`src/hdl/dcax_pkg.sv`:
```
// ----------------------------------------------------------------------------
// dcax_pkg
// Shared types and constants for the DCT coefficient amplitude XOR block.
// ----------------------------------------------------------------------------
`default_nettype none

package dcax_pkg;

  // Field widths
  localparam int unsigned CoefW    = 12;
  localparam int unsigned PosW     = 6;
  localparam int unsigned CompW    = 2;
  localparam int unsigned KeyW     = 12;
  localparam int unsigned UsedW    = 4;
  localparam int unsigned AmpW     = CoefW - 1;   // largest category is 11
  localparam int unsigned CfgIdxW  = 3;
  localparam int unsigned CfgDataW = 2;

  // Configuration register indexes
  localparam logic [CfgIdxW-1:0] CfgDcEnable     = 3'd0;
  localparam logic [CfgIdxW-1:0] CfgAcEnable     = 3'd1;
  localparam logic [CfgIdxW-1:0] CfgLumaEnable   = 3'd2;
  localparam logic [CfgIdxW-1:0] CfgChromaEnable = 3'd3;
  localparam logic [CfgIdxW-1:0] CfgNumComp      = 3'd4;
  localparam logic [CfgIdxW-1:0] CfgRecoverMode  = 3'd5;

  // Reset value for the component count
  localparam logic [CompW-1:0] NumCompReset = 2'd3;

  typedef struct packed {
    logic             dc_enable;
    logic             ac_enable;
    logic             luma_enable;
    logic             chroma_enable;
    logic [CompW-1:0] comp_count;
    logic             recover_mode;
  } cfg_t;

  typedef struct packed {
    logic [KeyW-1:0]  key_bits;
    logic [CompW-1:0] component;
    logic [PosW-1:0]  position;
    logic [CoefW-1:0] coefficient;
  } in_item_t;

  typedef struct packed {
    logic [UsedW-1:0] key_bits_used;
    logic             changed;
    logic [CoefW-1:0] coefficient_out;
  } out_item_t;

  localparam int unsigned InDataW  = $bits(in_item_t);           // 32
  localparam int unsigned OutBits  = $bits(out_item_t);          // 17
  localparam int unsigned OutDataW = ((OutBits + 7) / 8) * 8;    // 24

endpackage

`default_nettype wire

```
`src/hdl/dcax_cfg.sv`:
```
// ----------------------------------------------------------------------------
// dcax_cfg
// Configuration register file: enables, component count and recover mode.
// ----------------------------------------------------------------------------
`default_nettype none

module dcax_cfg (
  input  wire logic                          clk_i,
  input  wire logic                          rst_ni,
  input  wire logic                          wr_en_i,
  input  wire logic [dcax_pkg::CfgIdxW-1:0]  wr_index_i,
  input  wire logic [dcax_pkg::CfgDataW-1:0] wr_data_i,
  output dcax_pkg::cfg_t                     cfg_o
);

  dcax_pkg::cfg_t cfg_q, cfg_d;

  // Decode register writes; unknown indexes are ignored
  always_comb begin
    cfg_d = cfg_q;
    if (wr_en_i) begin
      unique case (wr_index_i)
        dcax_pkg::CfgDcEnable:     cfg_d.dc_enable     = wr_data_i[0];
        dcax_pkg::CfgAcEnable:     cfg_d.ac_enable     = wr_data_i[0];
        dcax_pkg::CfgLumaEnable:   cfg_d.luma_enable   = wr_data_i[0];
        dcax_pkg::CfgChromaEnable: cfg_d.chroma_enable = wr_data_i[0];
        dcax_pkg::CfgNumComp:      cfg_d.comp_count    = wr_data_i;
        dcax_pkg::CfgRecoverMode:  cfg_d.recover_mode  = wr_data_i[0];
        default:                   cfg_d = cfg_q;
      endcase
    end
  end

  always_ff @(posedge clk_i or negedge rst_ni) begin
    if (!rst_ni) begin
      cfg_q.dc_enable     <= 1'b1;
      cfg_q.ac_enable     <= 1'b1;
      cfg_q.luma_enable   <= 1'b1;
      cfg_q.chroma_enable <= 1'b1;
      cfg_q.comp_count    <= dcax_pkg::NumCompReset;
      cfg_q.recover_mode  <= 1'b0;
    end else begin
      cfg_q <= cfg_d;
    end
  end

  assign cfg_o = cfg_q;

endmodule

`default_nettype wire

```
`src/hdl/dcax_xor.sv`:
```
// ----------------------------------------------------------------------------
// dcax_xor
// Per-coefficient datapath: selection, magnitude category, amplitude XOR
// and mapping back to a signed value.
// ----------------------------------------------------------------------------
`default_nettype none

module dcax_xor (
  input  wire dcax_pkg::in_item_t item_i,
  input  wire dcax_pkg::cfg_t     cfg_i,
  output dcax_pkg::out_item_t     res_o
);

  localparam int unsigned CoefW = dcax_pkg::CoefW;
  localparam int unsigned AmpW  = dcax_pkg::AmpW;

  logic             neg;
  logic [CoefW-1:0] mag;
  logic             pos_ok, comp_ok, mag_ok, apply;
  logic [3:0]       cat;
  logic [3:0]       top_idx;
  logic [CoefW-1:0] mask_w;
  logic [AmpW-1:0]  mask, amp, key_sel, bits;
  logic [CoefW-1:0] ciphered;
  logic [CoefW-1:0] comp_end;

  // Sign and magnitude
  assign neg = item_i.coefficient[CoefW-1];
  assign mag = neg ? (CoefW'(0) - item_i.coefficient) : item_i.coefficient;

  // Position and component selection
  assign pos_ok   = (cfg_i.dc_enable || (item_i.position != '0)) &&
                    (cfg_i.ac_enable || (item_i.position == '0));
  assign comp_end = cfg_i.chroma_enable ? CoefW'(cfg_i.comp_count) : CoefW'(1);
  assign comp_ok  = (cfg_i.luma_enable || (item_i.component != '0)) &&
                    (CoefW'(item_i.component) < comp_end);

  // Zero and -2048 pass through; +/-1 passes through in encrypt mode
  assign mag_ok = (mag != '0) && !mag[CoefW-1] &&
                  (cfg_i.recover_mode || (mag != CoefW'(1)));
  assign apply  = pos_ok && comp_ok && mag_ok;

  // Magnitude category: index of highest set bit plus one
  always_comb begin
    cat = 4'd1;
    for (int i = 1; i < AmpW; i++) begin
      if (mag[i]) cat = 4'(i + 1);
    end
  end

  assign mask_w  = (CoefW'(1) << cat) - CoefW'(1);
  assign mask    = mask_w[AmpW-1:0];
  assign amp     = neg ? (mag[AmpW-1:0] ^ mask) : mag[AmpW-1:0];
  // Recover mode skips the first key bit
  assign key_sel = cfg_i.recover_mode ? item_i.key_bits[AmpW:1] : item_i.key_bits[AmpW-1:0];
  assign bits    = (key_sel ^ amp) & mask;
  assign top_idx = cat - 4'd1;

  // JPEG amplitude decode: top bit set is positive, clear is negative
  assign ciphered = bits[top_idx] ? {1'b0, bits}
                                  : (CoefW'(0) - {1'b0, (bits ^ mask)});

  always_comb begin
    res_o.coefficient_out = item_i.coefficient;
    res_o.changed         = 1'b0;
    res_o.key_bits_used   = '0;
    if (apply) begin
      res_o.coefficient_out = ciphered;
      res_o.changed         = 1'b1;
      res_o.key_bits_used   = cat + {3'b000, cfg_i.recover_mode};
    end
  end

endmodule

`default_nettype wire

```
`src/hdl/dct_coefficient_amplitude_xor.sv`:
```
// ----------------------------------------------------------------------------
// dct_coefficient_amplitude_xor
// Top level: input register, amplitude XOR datapath, result register.
// ----------------------------------------------------------------------------
// One coefficient is accepted per clock. The item is captured in an input
// register, the category/XOR logic runs between that register and the result
// register, and the result is offered on the master side once it is loaded
// into the result register and held there until the master side takes it.
// Throughput is one item per cycle; both stages stall in place under
// backpressure and the input stage keeps accepting while a result waits,
// as long as it is empty. Configuration writes take effect on the next
// cycle and must only be issued while no transaction is in flight.
`default_nettype none

module dct_coefficient_amplitude_xor (
  input  wire logic                           clk_i,
  input  wire logic                           rst_ni,
  // Configuration write channel
  input  wire logic                           cfg_valid_i,
  output logic                                cfg_ready_o,
  input  wire logic [dcax_pkg::CfgIdxW-1:0]   cfg_index_i,
  input  wire logic [dcax_pkg::CfgDataW-1:0]  cfg_data_i,
  // Input stream
  input  wire logic                           s_axis_tvalid,
  output logic                                s_axis_tready,
  // [11:0] coefficient, [17:12] position, [19:18] component, [31:20] key_bits
  input  wire logic [dcax_pkg::InDataW-1:0]   s_axis_tdata,
  // Output stream
  output logic                                m_axis_tvalid,
  input  wire logic                           m_axis_tready,
  // [11:0] coefficient_out, [12] changed, [16:13] key_bits_used, [23:17] zero
  output logic [dcax_pkg::OutDataW-1:0]       m_axis_tdata
);

  dcax_pkg::cfg_t      cfg;
  dcax_pkg::in_item_t  in_q;
  dcax_pkg::out_item_t res, out_q;
  logic                in_vld_q, out_vld_q;
  logic                in_ready, out_load;

  // Config registers; writes are always taken
  assign cfg_ready_o = 1'b1;

  dcax_cfg u_cfg (
    .clk_i      (clk_i),
    .rst_ni     (rst_ni),
    .wr_en_i    (cfg_valid_i),
    .wr_index_i (cfg_index_i),
    .wr_data_i  (cfg_data_i),
    .cfg_o      (cfg)
  );

  // Stage handshake
  assign out_load = in_vld_q && (!out_vld_q || m_axis_tready);
  assign in_ready = !in_vld_q || out_load;
  assign s_axis_tready = in_ready;

  // Input register
  always_ff @(posedge clk_i or negedge rst_ni) begin
    if (!rst_ni) begin
      in_vld_q <= 1'b0;
    end else if (in_ready) begin
      in_vld_q <= s_axis_tvalid;
    end
  end

  always_ff @(posedge clk_i) begin
    if (in_ready && s_axis_tvalid) begin
      in_q <= dcax_pkg::in_item_t'(s_axis_tdata);
    end
  end

  dcax_xor u_xor (
    .item_i (in_q),
    .cfg_i  (cfg),
    .res_o  (res)
  );

  // Result register
  always_ff @(posedge clk_i or negedge rst_ni) begin
    if (!rst_ni) begin
      out_vld_q <= 1'b0;
    end else if (out_load) begin
      out_vld_q <= 1'b1;
    end else if (m_axis_tready) begin
      out_vld_q <= 1'b0;
    end
  end

  always_ff @(posedge clk_i) begin
    if (out_load) begin
      out_q <= res;
    end
  end

  assign m_axis_tvalid = out_vld_q;
  assign m_axis_tdata  = {{(dcax_pkg::OutDataW - dcax_pkg::OutBits){1'b0}}, out_q};

  // A stalled input item stays put until it moves to the result register
  a_in_hold: assert property (@(posedge clk_i) disable iff (!rst_ni)
    (in_vld_q && !out_load) |=> (in_vld_q && $stable(in_q)))
    else $error("input stage item lost while stalled");

  // Changed results always report consumed key bits, skipped ones none
  a_used_nz: assert property (@(posedge clk_i) disable iff (!rst_ni)
    (out_vld_q && out_q.changed) |->
      (out_q.key_bits_used != '0 && out_q.key_bits_used <= 4'd12))
    else $error("changed result with bad key bit count");

  a_used_zero: assert property (@(posedge clk_i) disable iff (!rst_ni)
    (out_vld_q && !out_q.changed) |-> (out_q.key_bits_used == '0))
    else $error("skipped result reports key bits");

  // A result load must leave the result register marked valid
  a_load_src: assert property (@(posedge clk_i) disable iff (!rst_ni)
    out_load |=> out_vld_q)
    else $error("result register load dropped");

endmodule

`default_nettype wire
```
`config.mk`:
```
export PLATFORM = sky130hd
export DESIGN_NAME = dct_coefficient_amplitude_xor
export DESIGN_NICKNAME = d
export VERILOG_FILES = /design/src/hdl/dcax_pkg.sv /design/src/hdl/dcax_cfg.sv /design/src/hdl/dcax_xor.sv /design/src/hdl/dct_coefficient_amplitude_xor.sv
export SDC_FILE = /design/constraint.sdc
export NUM_CORES = 1
export LEC_CHECK = 0
export BUFFER_PORTS_ARGS = -buffer_cell sky130_fd_sc_hd__buf_2
export CAP_MARGIN = 20
export CORE_ASPECT_RATIO = 0.8
export CORE_MARGIN = 4
export CORE_UTILIZATION = 59
export CTS_BUF_LIST = sky130_fd_sc_hd__clkbuf_2 sky130_fd_sc_hd__clkbuf_4 sky130_fd_sc_hd__clkbuf_8
export DETAILED_ROUTE_END_ITERATION = 12
export GPL_ROUTABILITY_DRIVEN = 0
export HOLD_SLACK_MARGIN = 0.05
export PLACE_DENSITY = 0.83
export SETUP_SLACK_MARGIN = 0.1
export SLEW_MARGIN = 0
export SYNTH_ARGS = -nofsm -noshare
export SYNTH_HDL_FRONTEND = slang
export SYNTH_SLANG_ARGS = --single-unit
```
`constraint.sdc`:
```
create_clock -name clk_i -period 5.47 [get_ports clk_i]
set_clock_uncertainty 0.2 [all_clocks]
set_input_delay 0 -clock clk_i [delete_from_list [all_inputs] [get_ports clk_i]]
set_output_delay 0 -clock clk_i [all_outputs]
set_load 0.005 [all_outputs]
```
Word level (Yosys, flattened, before mapping)

Index checks and enable logic that the tools add are counted.

Bitwise operators: 4
Shift-type cells: 1
Multipliers: 0
Add/subtract/negate cells: 5
Equal/unequal tests: 6
Mux-type cells: 20
Div/mod/pow operators: 0
Reductions and logical operators: 29
Order comparisons: 2

Operator list:

| kind                  | count |
|---|---|
| $xor 11x11->11        | 3 |
| $mux 12               | 2 |
| $mux 11               | 2 |
| $mux 4                | 4 |
| $mux 13               | 1 |
| $lt 2x12->1           | 1 |
| $mux 3                | 4 |
| $ne 12x1->1 const B   | 1 |
| $reduce_and 2->1      | 6 |
| $reduce_bool 12->1    | 1 |
| $sub 1x11->12 const A | 1 |
| $sub 1x12->12 const A | 1 |
| $and 11x11->11        | 1 |
| $shl 1x4->11 const A  | 1 |
| $sub 11x2->11 const B | 1 |
| $logic_and 1x1->1     | 8 |
| $eq 3x2->1 const B    | 2 |
| $eq 3x3->1 const B    | 2 |
| $logic_not 6->1       | 1 |
| $logic_or 1x1->1      | 6 |
| $mux 2                | 3 |
| $reduce_bool 6->1     | 1 |
| $lt 4x5->1 const B    | 1 |
| $add 4x1->4           | 1 |
| other kinds (7)       | 12 |

Input bits: 42
Register bits after elaboration: 58
Logic and storage cells: 82
Latch bits: 0
Memories: 0
RAM bits: 0
ROM bits: 0
Output and inout bits: 27

Depth between registers and ports, before layout

Depth in word-level cells: 22
Gate-level depth with buffers: 25
Gate-level depth less buffers: 22

Hierarchy

From an unflattened synthesis, not the netlist that was laid out.

Cell total of the unflattened synthesis: 457
Area, all modules: 4420.5 um^2

By module, submodules not included:

| module                        | seq. area each (um^2) | instances | area each (um^2) | cells an instance |
|---|---|---|---|---|
| dcax_xor                      | 0.0                   | 1         | 2452.4           | 370 |
| dct_coefficient_amplitude_xor | 1521.5                | 1         | 1642.8           | 67 |
| dcax_cfg                      | 182.7                 | 1         | 325.3            | 20 |

Least setup slack after synthesis

Ideal clock, no wire load.

Kind: reg2reg
Start: reg in_q[0] (netlist bit)
End: reg out_q (netlist bit m_axis_tdata[5]) (data pin)
Clock period less this slack: 4934 ps
Data arrival time: 4473 ps
Path slack: 536 ps
Stages on the path, launching flop included: 24
Buffers on the path: 3
Setup time: 261 ps
Required time: 5009 ps
Path through: edfxtp_1 -> clkbuf_1 -> inv_1 -> ha_1 -> clkbuf_1 -> nand3_1 -> o31ai_2 -> xor2_2 -> nand2_1 -> inv_1 -> ha_1 -> clkbuf_1 -> nand2_1 -> ha_1 -> nand2_1 -> nand2_1 -> a21oi_1 -> mux2i_1 -> a221oi_1 -> o21ai_1 -> a311o_1 -> nand2_2 -> nor3_1 -> a221o_1

RTL lines:

| element                | line                                | source |
|---|---|---|
| start, declared        | dct_coefficient_amplitude_xor.sv:36 | `dcax_pkg::in_item_t in_q;` |
| start signal, assigned | dct_coefficient_amplitude_xor.sv:69 | `in_q <= dcax_pkg::in_item_t'(s_axis_tdata);` |
| end signal, assigned   | dct_coefficient_amplitude_xor.sv:92 | `out_q <= res;` |
| end, declared          | dct_coefficient_amplitude_xor.sv:37 | `dcax_pkg::out_item_t res, out_q;` |

==> impl_metrics.json <==
{
  "status": "finished, final reports clean",
  "yosysMostFrequentCell": "edfxtp_1",
  "ant_nets": 0,
  "antenna_found_initial": 0,
  "holdPathEnd": "in_q[5]",
  "via_per_inst": 6.72,
  "timing.hold.ws_ns": 0.161,
  "start_util_pct": 60.7,
  "cts_made_buffers": 9,
  "netlist_area_mm2": 0.00418,
  "worstPathArrival_ns": 5.08,
  "ios": 69,
  "drc_errors": 0,
  "clkLatencyLatePin_ns": 0.35,
  "synth-compound-area-share_pct": 15.6,
  "hold_class": "in -> reg",
  "path_delay_family": "compound AO/OA/AOI/OAI gates",
  "dieArea_mm2": 0.00850,
  "place_inst": 553,
  "cp_cell_sequence": "inv_1 > ha_2 > or3b_4 > a211oi_4 > o211ai_1 > o21ai_1 > a21o_1 > inv_1 > ha_1 > xnor2_1 > inv_1 > a31oi_1 > o21ai_0 > or2_0 > mux2_2 > a311oi_4 > nor2_4 > mux2i_1 > o21ai_1",
  "yosys.area.top_type_share_pct": 35.2,
  "synth_simple_gate_area_share_pct": 21.2,
  "cts-root-buf": "clkbuf_8",
  "synth_top_family_by_area": "simple AND/OR/NAND/NOR gates",
  "core_area_mm2": 0.00689,
  "synth_cell_types": 77,
  "synthXorXnorAreaFrac_pct": 7.21,
  "die_w_um": 102,
  "fin_nets": 590,
  "critPathMaxFanout": 9,
  "wire_per_inst_um": 22.7,
  "timing.fmax_mhz": 191,
  "irDropWorstVdd_v": 0.000199,
  "htreeDepth": 3,
  "postPlaceCellArea_mm2": 0.00454,
  "num_vias": 4230,
  "power_density_mw_per_mm2": 288,
  "leakagePower_nw": 2.10,
  "tightest_slew_ns": 0.909,
  "floorplan.die.height_um": 83.3,
  "reg2reg_to": "m_axis_tdata[2]",
  "timing.final.ws_setup_ns": 0.234,
  "r2r_start": "in_q[1]",
  "ys.flop_type": "edfxtp_1",
  "synthMuxAreaShare_pct": 6.94,
  "netlist_instances": 418,
  "cp_common_cell": "inv_1",
  "reg2regPathDepth": 19,
  "track_usage_pct": 33.2,
  "criticalPathCategory": "reg -> reg",
  "endpoint_kind": "flop",
  "cts_tree": "yes",
  "hold_violations": 0,
  "grt_pass1_wl_um": 21600,
  "clk_pin_slew_ns": 0.08,
  "drt_pass1_iterations": 5,
  "netlist_top_cells_count": "edfxtp_1 (49), nand2_1 (37), nor2_1 (26), xnor2_1 (23), mux2i_1 (20)",
  "min_from": "s_axis_tdata[5]",
  "drt_iter0_drc": 759,
  "rows": 27,
  "crit_buf_inv": 3,
  "crit_path_max_incr_delay_ns": 0.51,
  "yosysWarnings": 0,
  "grt-ovfl-total": 0,
  "maxCapViolations": 0,
  "fin_crit_sh_pct": 95.7,
  "cp-start-kind": "flop",
  "slew_headroom_pct": 39.4,
  "drive_gt1_share_pct": 25.1,
  "clock-sinks": 58,
  "cp.required_ns": 5.31,
  "synth_edf_count": 49,
  "finalMaxSlewViolations": 0,
  "seq_area_frac_synth_pct": 40.8,
  "pre_cts_ws_ns": 0.183,
  "cts.path.max_buffers": 2,
  "synthToLayoutAreaGrowth_pct": 27.7,
  "wirelength_um": 14300,
  "layout.cells.non_filler": 629,
  "fin_area_mm2": 0.00534,
  "synth_area_per_cell_um2": 10.0,
  "hpwl_um": 7950,
  "r2r_setup_slack_ns": 0.23,
  "synth-async-reset-ratio_pct": 15.5,
  "slowest_stage": "edfxtp_1",
  "synth-seq-cells": 58,
  "io_buffers": 60,
  "setup_viol_count_final": 0,
  "grt_max_degree": 33,
  "holdPathStages": 2,
  "synth_fa_ha_area_share_pct": 3.29,
  "n_antenna_cell": 0,
  "grt_pass1_vias": 4093,
  "period_needed_ns": 5.24,
  "synth.area.top_cells": "edfxtp_1 (35%), xnor2_1 (4.8%), mux2i_1 (4.8%)",
  "yosysTopAreaCell": "edfxtp_1"
}
-- sequential cells by signal (all words and copies together) (netlist names) --
signal,flops
in_q,32
m_axis_tdata,17
u_cfg.cfg_o,7
in_vld_q,1
m_axis_tvalid,1
-- cell usage in the layout, fill, tap and decap left out, drive strengths merged, types with 10 or more instances in the layout --
master        n
dlygate4sd3  49
a21oi        14
ha           11
o21ai        24
nor2         28
clkbuf       10
nand3        16
xnor2        23
mux2i        20
nor3         14
nand2        39
edfxtp       49
inv          13
buf          82
-- where the power goes --
part | internal [W] | switching [W]
Clock | 0.000213 | 0.000194
Combinational | 0.000228 | 0.000309
Sequential | 0.000545 | 0.0000476
-- logic make-up (layout without fill, tap and decap cells) --
kind of cell | after synthesis | count (layout)
fa+ha+maj | 11 | 11
mux | 28 | 28
other cells | 2 | 8
simple gates | 157 | 157
buf+inv | 42 | 160
compound gates | 88 | 88
xor+xnor | 32 | 32
flops | 58 | 58
-- timing repair --
action / in CTS / in global routing
endpoints found under the hold margin: 50 / 0
resized for setup: 0 / 8
hold buffers: 49 / 0
setup buffers: 0 / 11
endpoints found under the setup margin: 0 / 12
-- layer usage --
layer  GRT usage (%)  share of wire, %  vias up
li1                -                 -     1777
met1            39.9                33     1964
met2            52.0                46      378
met3            10.8                14      111
met4            18.1               6.7        0
met5               0                 0        -
-- per-stage QoR --
step,power (W),util [%],TNS [ns]
after global routing,0.00159,77.4,-0.0483
after CTS,0.00147,75.7,0
after detailed placement,0.00105,65.9,0
final,0.00154,77.4,0
after floorplan,0.000916,-,0
after global placement,0.00103,65.9,0
-- worst max path at each step --
stage	startpoint	to	depth (start not counted)
final	in_q[1]	m_axis_tdata[2]	19
after global placement	in_q[1]	m_axis_tdata[5]	19
after CTS	in_q[1]	m_axis_tdata[2]	20
after global routing	in_q[1]	m_axis_tdata[6]	20
after floorplan	in_q[0]	m_axis_tdata[5]	23
after detailed placement	in_q[1]	m_axis_tdata[2]	20
-- worst register-to-register path: cells and delay by family, from the launching register on --
kind                     cells  cell delay, ns
multiplexers                 2            0.52
AND/OR/NAND/NOR              3            0.79
flip-flops                   1            0.51
XOR/XNOR                     1            0.24
buffers and inverters        3            0.31
adder cells (fa/ha/maj)      2            0.52
AO/OA/AOI/OAI                8            1.83
-- final cells by class --
cell class,count,area (um2)
Clock buffer,10,131
Clock inverter,6,58.8
Fill cell,408,1560
Inverter,13,48.8
Multi-Input combinational cell,324,2330
Sequential cell,58,1700
Tap cell,87,109
Timing Repair Buffer,131,956
Note: power is estimated with default switching activity, not from simulation.
